`config.mk`:
```
export PLATFORM = sky130hd
export DESIGN_NAME = double_ended_queue_unit
export DESIGN_NICKNAME = d
export VERILOG_FILES = /design/src/rtl/deq_pkg.sv /design/src/rtl/deq_ctrl.sv /design/src/rtl/deq_ring.sv /design/src/rtl/double_ended_queue_unit.sv
export SDC_FILE = /design/constraint.sdc
export NUM_CORES = 2
export LEC_CHECK = 0
export ABC_AREA = 1
export BUFFER_PORTS_ARGS = -buffer_cell sky130_fd_sc_hd__buf_4
export CAP_MARGIN = 20
export CORE_ASPECT_RATIO = 0.9
export CORE_UTILIZATION = 50
export DETAILED_ROUTE_END_ITERATION = 10
export PLACE_DENSITY = 0.66
export SYNTH_ARGS = -nofsm -noshare
export SYNTH_HDL_FRONTEND = slang
export SYNTH_SLANG_ARGS = --single-unit
```
`constraint.sdc`:
```
create_clock -name clk -period 18.1 [get_ports clk]
set_input_delay 0.905 -clock clk [delete_from_list [all_inputs] [get_ports clk]]
set_output_delay 0.905 -clock clk [all_outputs]
set_load 0.02 [all_outputs]
```
`src/rtl/deq_pkg.sv`:
```
// Shared types and constants for the double-ended queue unit.
// No dependencies; imported by every module of the block.
`default_nettype none

package deq_pkg;

  localparam int unsigned DEPTH_DEFAULT = 16;

  localparam int unsigned CMD_W = 3;
  localparam int unsigned ERR_W = 2;
  localparam int unsigned WORD_W = 64;

  typedef enum logic [CMD_W-1:0] {
    CMD_PUSH_BACK  = 3'd0,
    CMD_PUSH_FRONT = 3'd1,
    CMD_POP_FRONT  = 3'd2,
    CMD_POP_BACK   = 3'd3,
    CMD_REVERSE    = 3'd4,
    CMD_PEEK       = 3'd5
  } cmd_t;

  typedef enum logic [ERR_W-1:0] {
    ERR_NONE  = 2'd0,
    ERR_EMPTY = 2'd1,
    ERR_FULL  = 2'd2
  } err_t;

  // Per-command control handed from the pointer logic to the ring memory.
  typedef struct packed {
    logic wr_en;      // write the pushed word this cycle
    logic rd_en;      // command accepted: launch reads, capture status
    logic fwd_first;  // first-word read hits the entry written this cycle
    logic fwd_last;   // last-word read hits the entry written this cycle
    logic reversed;   // orientation after the command
    err_t err;
  } ring_req_t;

endpackage

`default_nettype wire

```
`src/rtl/deq_ctrl.sv`:
```
// Pointer and command logic: head pointer, word count and orientation flag.
// Depends on deq_pkg; drives the ring memory addresses and control.
`default_nettype none

module deq_ctrl #(
  parameter int unsigned DEPTH = deq_pkg::DEPTH_DEFAULT,
  parameter int unsigned AW    = $clog2(DEPTH),
  parameter int unsigned CW    = $clog2(DEPTH + 1)
) (
  input  logic                      clk,
  input  logic                      rst,
  input  logic                      accept,
  input  logic [deq_pkg::CMD_W-1:0] cmd,
  output deq_pkg::ring_req_t        req,
  output logic [AW-1:0]             waddr,
  output logic [AW-1:0]             raddr_first,
  output logic [AW-1:0]             raddr_last,
  output logic [CW-1:0]             count_after
);
  import deq_pkg::*;

  logic [AW-1:0] head, head_next;
  logic [CW-1:0] count, count_next;
  logic          rev, rev_next;
  logic          wr;
  err_t          err;
  cmd_t          op;
  logic          empty, full, push_last, pop_last;
  logic [AW-1:0] head_dec, head_inc;

  // Ring index at distance k past base, k below DEPTH.
  function automatic logic [AW-1:0] ring_at(input logic [AW-1:0] base,
                                            input logic [AW-1:0] k);
    logic [AW:0] s;
    s = {1'b0, base} + {1'b0, k};
    return (s >= (AW+1)'(DEPTH)) ? AW'(s - (AW+1)'(DEPTH)) : s[AW-1:0];
  endfunction

  assign op        = cmd_t'(cmd);
  assign empty     = (count == '0);
  assign full      = (count == CW'(DEPTH));
  assign push_last = (op == CMD_PUSH_BACK) != rev;
  assign pop_last  = (op == CMD_POP_BACK) != rev;
  assign head_dec  = (head == '0) ? AW'(DEPTH - 1) : head - AW'(1);
  assign head_inc  = (head == AW'(DEPTH - 1)) ? '0 : head + AW'(1);

  always_comb begin
    head_next  = head;
    count_next = count;
    rev_next   = rev;
    wr         = 1'b0;
    err        = ERR_NONE;
    waddr      = ring_at(head, AW'(count));
    unique case (op)
      CMD_PUSH_BACK, CMD_PUSH_FRONT: begin
        if (full) begin
          err = ERR_FULL;
        end else begin
          wr         = 1'b1;
          count_next = count + CW'(1);
          if (!push_last) begin
            head_next = head_dec;
            waddr     = head_dec;
          end
        end
      end
      CMD_POP_FRONT, CMD_POP_BACK: begin
        if (empty) begin
          err = ERR_EMPTY;
        end else begin
          count_next = count - CW'(1);
          if (!pop_last) begin
            head_next = head_inc;
          end
        end
      end
      CMD_REVERSE: begin
        if (empty) begin
          err = ERR_EMPTY;
        end else begin
          rev_next = !rev;
        end
      end
      CMD_PEEK: begin
        if (empty) begin
          err = ERR_EMPTY;
        end
      end
      default: begin
      end
    endcase
  end

  assign raddr_first = head_next;
  assign raddr_last  = ring_at(head_next, AW'(count_next - CW'(1)));
  assign count_after = count_next;

  always_comb begin
    req.wr_en     = accept && wr;
    req.rd_en     = accept;
    req.fwd_first = wr && (waddr == raddr_first);
    req.fwd_last  = wr && (waddr == raddr_last);
    req.reversed  = rev_next;
    req.err       = err;
  end

  always_ff @(posedge clk) begin
    if (rst) begin
      head  <= '0;
      count <= '0;
      rev   <= 1'b0;
    end else if (accept) begin
      head  <= head_next;
      count <= count_next;
      rev   <= rev_next;
    end
  end

`ifndef SYNTHESIS
  a_count_range: assert property (@(posedge clk) disable iff (rst)
    count <= CW'(DEPTH))
    else $error("word count exceeds ring depth");
  a_head_range: assert property (@(posedge clk) disable iff (rst)
    head <= AW'(DEPTH - 1))
    else $error("head pointer outside ring");
  a_state_hold: assert property (@(posedge clk) disable iff (rst)
    !accept |=> $stable(head) && $stable(count) && $stable(rev))
    else $error("pointer state moved without a command");
  a_fail_hold: assert property (@(posedge clk) disable iff (rst)
    accept && (err != ERR_NONE) |=> $stable(head) && $stable(count) && $stable(rev))
    else $error("failed command changed state");
`endif

endmodule

`default_nettype wire

```
`src/rtl/deq_ring.sv`:
```
// Ring memory with one write port and two registered read ports, plus the
// read-stage forwarding and result assembly. Depends on deq_pkg.
`default_nettype none

module deq_ring #(
  parameter int unsigned DEPTH = deq_pkg::DEPTH_DEFAULT,
  parameter int unsigned AW    = $clog2(DEPTH),
  parameter int unsigned CW    = $clog2(DEPTH + 1)
) (
  input  logic                       clk,
  input  deq_pkg::ring_req_t         req,
  input  logic [AW-1:0]              waddr,
  input  logic [deq_pkg::WORD_W-1:0] wdata,
  input  logic [AW-1:0]              raddr_first,
  input  logic [AW-1:0]              raddr_last,
  input  logic [CW-1:0]              count_after,
  output logic [deq_pkg::WORD_W-1:0] front_word,
  output logic [deq_pkg::WORD_W-1:0] back_word,
  output logic [CW-1:0]              count_word,
  output deq_pkg::err_t              err_word
);
  import deq_pkg::*;

  logic [WORD_W-1:0] mem [DEPTH];
  logic [WORD_W-1:0] rd_first, rd_last, wdata_q;
  logic              fwd_first_q, fwd_last_q, rev_q;
  logic [CW-1:0]     count_q;
  err_t              err_q;
  logic [WORD_W-1:0] first, last;

  always_ff @(posedge clk) begin
    if (req.wr_en) begin
      mem[waddr] <= wdata;
    end
  end

  // Reads see the old entry when written in the same cycle; forward the word.
  always_ff @(posedge clk) begin
    if (req.rd_en) begin
      rd_first    <= mem[raddr_first];
      rd_last     <= mem[raddr_last];
      wdata_q     <= wdata;
      fwd_first_q <= req.fwd_first;
      fwd_last_q  <= req.fwd_last;
      rev_q       <= req.reversed;
      count_q     <= count_after;
      err_q       <= req.err;
    end
  end

  always_comb begin
    first = fwd_first_q ? wdata_q : rd_first;
    last  = fwd_last_q  ? wdata_q : rd_last;
    if (count_q == '0) begin
      first = '0;
      last  = '0;
    end
  end

  assign front_word = rev_q ? last : first;
  assign back_word  = rev_q ? first : last;
  assign count_word = count_q;
  assign err_word   = err_q;

endmodule

`default_nettype wire

```
`src/rtl/double_ended_queue_unit.sv`:
```
// Top level of the double-ended queue unit: handshakes and output register.
// Depends on deq_pkg, deq_ctrl and deq_ring.
//
// Usage:
//   Input channel (in_valid/in_ready, cmd, value) carries one command per
//   transfer: push back, push front, pop front, pop back, reverse or peek.
//   Output channel (out_valid/out_ready) returns exactly one result per
//   command: front and back words, entry count, empty flag, error code.
//   Words live in a ring memory of DEPTH entries; reverse only flips an
//   orientation bit, so every command touches the ring ends only.
//   At the accepting edge the pointers update, the ring is written and both
//   registered reads launch; the read stage then loads the output register,
//   from which the result transfers. Throughput: one command per cycle
//   unless out_ready stalls; a same-cycle write/read hit forwards.
//   Stall: when out_ready is low the output register holds its result, the
//   read stage holds behind it, and in_ready drops once both are full.
//   Reset (rst, synchronous): count, head and orientation clear, both
//   pipeline valids drop; ring contents stay undefined, no clearing pass.
//   Errors (pop/peek/reverse on empty, push on full) leave state unchanged.
`default_nettype none

module double_ended_queue_unit #(
  parameter int unsigned DEPTH = deq_pkg::DEPTH_DEFAULT,
  parameter int unsigned AW    = $clog2(DEPTH),
  parameter int unsigned CW    = $clog2(DEPTH + 1)
) (
  input  logic                       clk,
  input  logic                       rst,
  input  logic                       in_valid,
  output logic                       in_ready,
  input  logic [deq_pkg::CMD_W-1:0]  cmd,
  input  logic [deq_pkg::WORD_W-1:0] value,
  output logic                       out_valid,
  input  logic                       out_ready,
  output logic [deq_pkg::WORD_W-1:0] front_value,
  output logic [deq_pkg::WORD_W-1:0] back_value,
  output logic [CW-1:0]              entry_count,
  output logic                       is_empty,
  output logic [deq_pkg::ERR_W-1:0]  error_code
);
  import deq_pkg::*;

  ring_req_t         req;
  logic [AW-1:0]     waddr, raddr_first, raddr_last;
  logic [CW-1:0]     count_after;
  logic [WORD_W-1:0] front_word, back_word;
  logic [CW-1:0]     count_word;
  err_t              err_word;
  logic              accept;
  logic              rd_valid;   // read stage holds a result
  logic              rd_move;    // read stage advances to the output register

  // Advance the read stage whenever the output register is free or draining.
  assign rd_move  = rd_valid && (!out_valid || out_ready);
  assign in_ready = !rd_valid || !out_valid || out_ready;
  assign accept   = in_valid && in_ready;

  deq_ctrl #(.DEPTH(DEPTH), .AW(AW), .CW(CW)) u_ctrl (
    .clk         (clk),
    .rst         (rst),
    .accept      (accept),
    .cmd         (cmd),
    .req         (req),
    .waddr       (waddr),
    .raddr_first (raddr_first),
    .raddr_last  (raddr_last),
    .count_after (count_after)
  );

  deq_ring #(.DEPTH(DEPTH), .AW(AW), .CW(CW)) u_ring (
    .clk         (clk),
    .req         (req),
    .waddr       (waddr),
    .wdata       (value),
    .raddr_first (raddr_first),
    .raddr_last  (raddr_last),
    .count_after (count_after),
    .front_word  (front_word),
    .back_word   (back_word),
    .count_word  (count_word),
    .err_word    (err_word)
  );

  // Pipeline valids: a new transfer refills the read stage as it drains.
  always_ff @(posedge clk) begin
    if (rst) begin
      rd_valid  <= 1'b0;
      out_valid <= 1'b0;
    end else begin
      if (accept) begin
        rd_valid <= 1'b1;
      end else if (rd_move) begin
        rd_valid <= 1'b0;
      end
      if (rd_move) begin
        out_valid <= 1'b1;
      end else if (out_ready) begin
        out_valid <= 1'b0;
      end
    end
  end

  // Output payload: load on advance, hold while the receiver stalls.
  always_ff @(posedge clk) begin
    if (rd_move) begin
      front_value <= front_word;
      back_value  <= back_word;
      entry_count <= count_word;
      is_empty    <= (count_word == '0);
      error_code  <= err_word;
    end
  end

`ifndef SYNTHESIS
  a_out_count: assert property (@(posedge clk) disable iff (rst)
    out_valid |-> entry_count <= CW'(DEPTH))
    else $error("reported count exceeds ring depth");
  a_empty_flag: assert property (@(posedge clk) disable iff (rst)
    out_valid |-> (is_empty == (entry_count == '0)))
    else $error("empty flag disagrees with count");
  a_empty_zero: assert property (@(posedge clk) disable iff (rst)
    out_valid && is_empty |-> (front_value == '0) && (back_value == '0))
    else $error("empty deque reports nonzero words");
  a_single_word: assert property (@(posedge clk) disable iff (rst)
    out_valid && (entry_count == CW'(1)) |-> (front_value == back_value))
    else $error("single word differs between front and back");
  a_full_err: assert property (@(posedge clk) disable iff (rst)
    out_valid && (error_code == ERR_FULL) |-> (entry_count == CW'(DEPTH)))
    else $error("full error reported below depth");
  a_stage_hold: assert property (@(posedge clk) disable iff (rst)
    rd_valid && out_valid && !out_ready |-> !accept)
    else $error("command accepted over a held read stage");
`endif

endmodule

`default_nettype wire

```
==> reports/qor.csv <==
stage,metric,value,unit
outcome,status,completed,
yosys,Synth Register Bits,1374,
routing,DRC viols,0,
sta,Slew @ Worst Pin,1.30,ns
power_and_ir_drop,worst IR drop on VDD,0.176,mV
sta,fin. max-slew vios,0,
cells_and_area,share of cells above drive strength 1,9.62,%
grt,GRT Overall Usage,28.7,%
sta,fin crit period,7.40,ns
routing,WL/cell,22.6,µm
grt,vias in the first global route,50900,
power_and_ir_drop,Lkg Pwr,30.0,nW
cells_and_area,"commonest non-fill, non-tap cell in the layout",edfxtp_1,
placed_design,Area after DPL,71100,µm²
clock_tree,cts hold-fix bufs,0,
floorplanning,Top Ports,209,
sta,PnR worst setup slack,10.70,ns
routing,Iter 0 DRT Violations,6753,
sta,fmax,135,MHz
setup_path,crit-path cells,inv_1 -> ha_1 -> nand3_2 -> nand3_1 -> nand2_1 -> nand3_1 -> nand3_4 -> nand2_4 -> inv_1 -> ha_4 -> buf_4 -> buf_4 -> buf_4 -> o21ai_0 -> a21oi_1 -> a21oi_1 -> o21ai_0 -> nand2_1 -> nand2_1,
setup_path,critical path type,reg2reg,
setup_path,crit-path max cell delay,0.98,ns
yosys,Yosys cell types,36,
hold_path,hold depth,2,
floorplanning,die width,393,µm
hold_path,Hold Crit Class,in2reg,
yosys,mean post-synth cell area,9.64,µm²
clock_tree,Root Buffer,clkbuf_16,
cells_and_area,most frequent cells in the layout,"1362 x edfxtp_1, 1321 x nand3_1, 1154 x nand2_1, 868 x inv_1, 709 x o21ai_0",
floorplanning,initial core utilization,50.5,%
cells_and_area,Area Growth Syn to Fin,10.5,%
yosys,Cells after Synth,7119,
sta,Setup-failing EPs final,0,
yosys,sequential fraction of the synthesis area,59.9,%
sta,Final Hold Viols,0,
setup_path,maximum fanout along the worst path,123,
sta,Clock Skew,0.0267,ns
setup_path,"CP delay by family, top",buffers and inverters,
floorplanning,Die Height,354,µm
setup_path,CP Capture Type,flip-flop,
sta,RSZ-0062 raised after global routing,no,
cells_and_area,Final Cell Area,75900,µm²
yosys,synthesized cell area,68600,µm²
setup_path,CP Depth,19,
floorplanning,Rows,128,
grt,largest net degree at the start of global routing,269,
power_and_ir_drop,Pwr Density,129,nW/µm²
placed_design,"worst slack, placed",9.78,ns
grt,initial antenna violation count,7,
setup_path,cells on worst reg2reg path,19,
placed_design,PortBufs,208,
setup_path,Worst EP required,18.74,ns
floorplanning,Core Region,136000,µm²
yosys,syn nets,7204,
clock_tree,CTS Buf Count,147,
setup_path,CP startpoint kind,flip-flop,
setup_path,Arrival @ worst endpoint,8.04,ns
clock_tree,# resized after CTS,0,
cells_and_area,nets,7109,
sta,Setup TNS,0,ns
clock_tree,H-tree levels,4,
cells_and_area,filler instances,11700,
placed_design,Final HPWL DP,100000,µm
routing,Vias,53600,
routing,first-pass iteration count of the detailed router,9,
setup_path,CP max stage cell,nand2_4,
sta,Tcrit/Tclk final,40.9,%
clock_tree,Worst-path clk slew,0.06,ns
routing,vias per inst,5.98,
clock_tree,CTS tree,built,
setup_path,WP buf/inv,5,
grt,GRT overflow,0,
sta,slew margin rel.,13.6,%
cells_and_area,"Core Util, Final",55.9,%
clock_tree,Clock Latency Late Sink,0.79,ns
floorplanning,DIE AREA,139000,µm²
clock_tree,clk sinks,1374,
clock_tree,Post-CTS Setup Bufs,0,
yosys,Syn. warnings,0,
placed_design,GP Congestion,0.842,
power_and_ir_drop,total chip power,0.00975,W
clock_tree,clk buf depth,3,
job,max cap viols,0,
routing,routed wire length,203000,µm
routing,remaining antenna violation count,0,
grt,first-pass GRT wire length,304000,µm
[routing by layer]
metal | GRT usage, % | share of wire (%) | up-vias
li1 | - | - | 24400
met1 | 38.3 | 40 | 25600
met2 | 46.4 | 47 | 3052
met3 | 4.65 | 9.8 | 519
met4 | 12.5 | 3.9 | 6
met5 | 0 | 0.020 | -
[state kept, by name, summed over array words and instances, names as in the netlist]
name / count
out_valid: 1
u_ctrl.rev: 1
u_ring.rd_last: 64
back_value: 64
u_ring.rd_first: 64
entry_count: 5
rd_valid: 1
u_ring.count_word: 5
u_ring.mem: 1024
is_empty: 1
u_ring.wdata_q: 64
u_ctrl.head: 4
error_code: 2
u_ring.rev_q: 1
u_ring.fwd_last_q: 1
u_ring.err_word: 2
u_ring.fwd_first_q: 1
u_ctrl.count: 5
front_value: 64
[path summary, 6_finish.rpt]
kind,startpoint,end,slack [ns]
min reg2reg,u_ring.err_word[0],error_code[0],0.42
max reg2reg,u_ctrl.count[1],u_ring.rd_last[19],10.70
max,u_ctrl.count[1],u_ring.rd_last[19],10.70
min,rst,out_valid,0.36
[metrics by stage]
| stage | std cells | hold slack, ns |
|---|---|---|
| 2_1_floorplan | 7119 | 0.400 |
| 3_3_place_gp | 8694 | 0.405 |
| 3_5_place_dp | 8694 | 0.408 |
| 4_1_cts | 8958 | 0.317 |
| 5_1_grt | 8963 | 0.349 |
| 6_report | 8963 | 0.362 |
[cell type report]
cell class | instances | area [µm²] | area share [%]
multi-input cells | 4325 | 22000 | 29.0
well taps | 1820 | 2280 | 3.00
repair buffers | 295 | 2330 | 3.08
clock inverters | 86 | 830 | 1.09
inverters | 881 | 3330 | 4.39
flip-flops and latches | 1374 | 41100 | 54.2
diodes | 4 | 10.0 | 0.0132
clock buffers | 178 | 3950 | 5.21
[report_power, final]
| part | leakage [nW] | switching [W] | internal [W] |
|---|---|---|---|
| clock | 2.35 | 0.00127 | 0.00175 |
| combinational | 15.1 | 0.00204 | 0.000851 |
| sequential | 12.6 | 0.0000757 | 0.00376 |
| total | 30.0 | 0.00339 | 0.00636 |
[kinds of logic after synthesis]
logic type | share of synthesized area [%]
AOI/OAI and AO/OA | 9.62
xor gates and xnor gates | 0.191
and+or+nand+nor | 19.5
DFF | 59.9
muxes | 2.10
buffers and inverters | 8.35
adders and majority gates | 0.277
[synth_stat cells (all sizes together)]
cell | n | area share (%)
a21oi | 593 | 4.3
dfxtp | 12 | 0.35
o221ai | 1 | 0.013
clkbuf | 315 | 1.7
a211oi | 1 | 0.011
and2 | 1 | 0.0091
nand3 | 1326 | 9.7
edfxtp | 1362 | 60
o31ai | 1 | 0.031
o21ai | 716 | 5.2
ha | 12 | 0.22
a31oi | 1 | 0.0091
nor3 | 1 | 0.0073
o211ai | 1 | 0.011
inv | 880 | 4.8
xnor2 | 2 | 0.026
nor2 | 104 | 0.59
clkinv | 1 | 0.0055
nand4 | 3 | 0.027
buf | 224 | 1.8
nand3b | 256 | 2.8
fa | 2 | 0.058
nand2 | 1163 | 6.4
xor2 | 13 | 0.17
mux2 | 128 | 2.1
(Power assumes the default switching activity.)
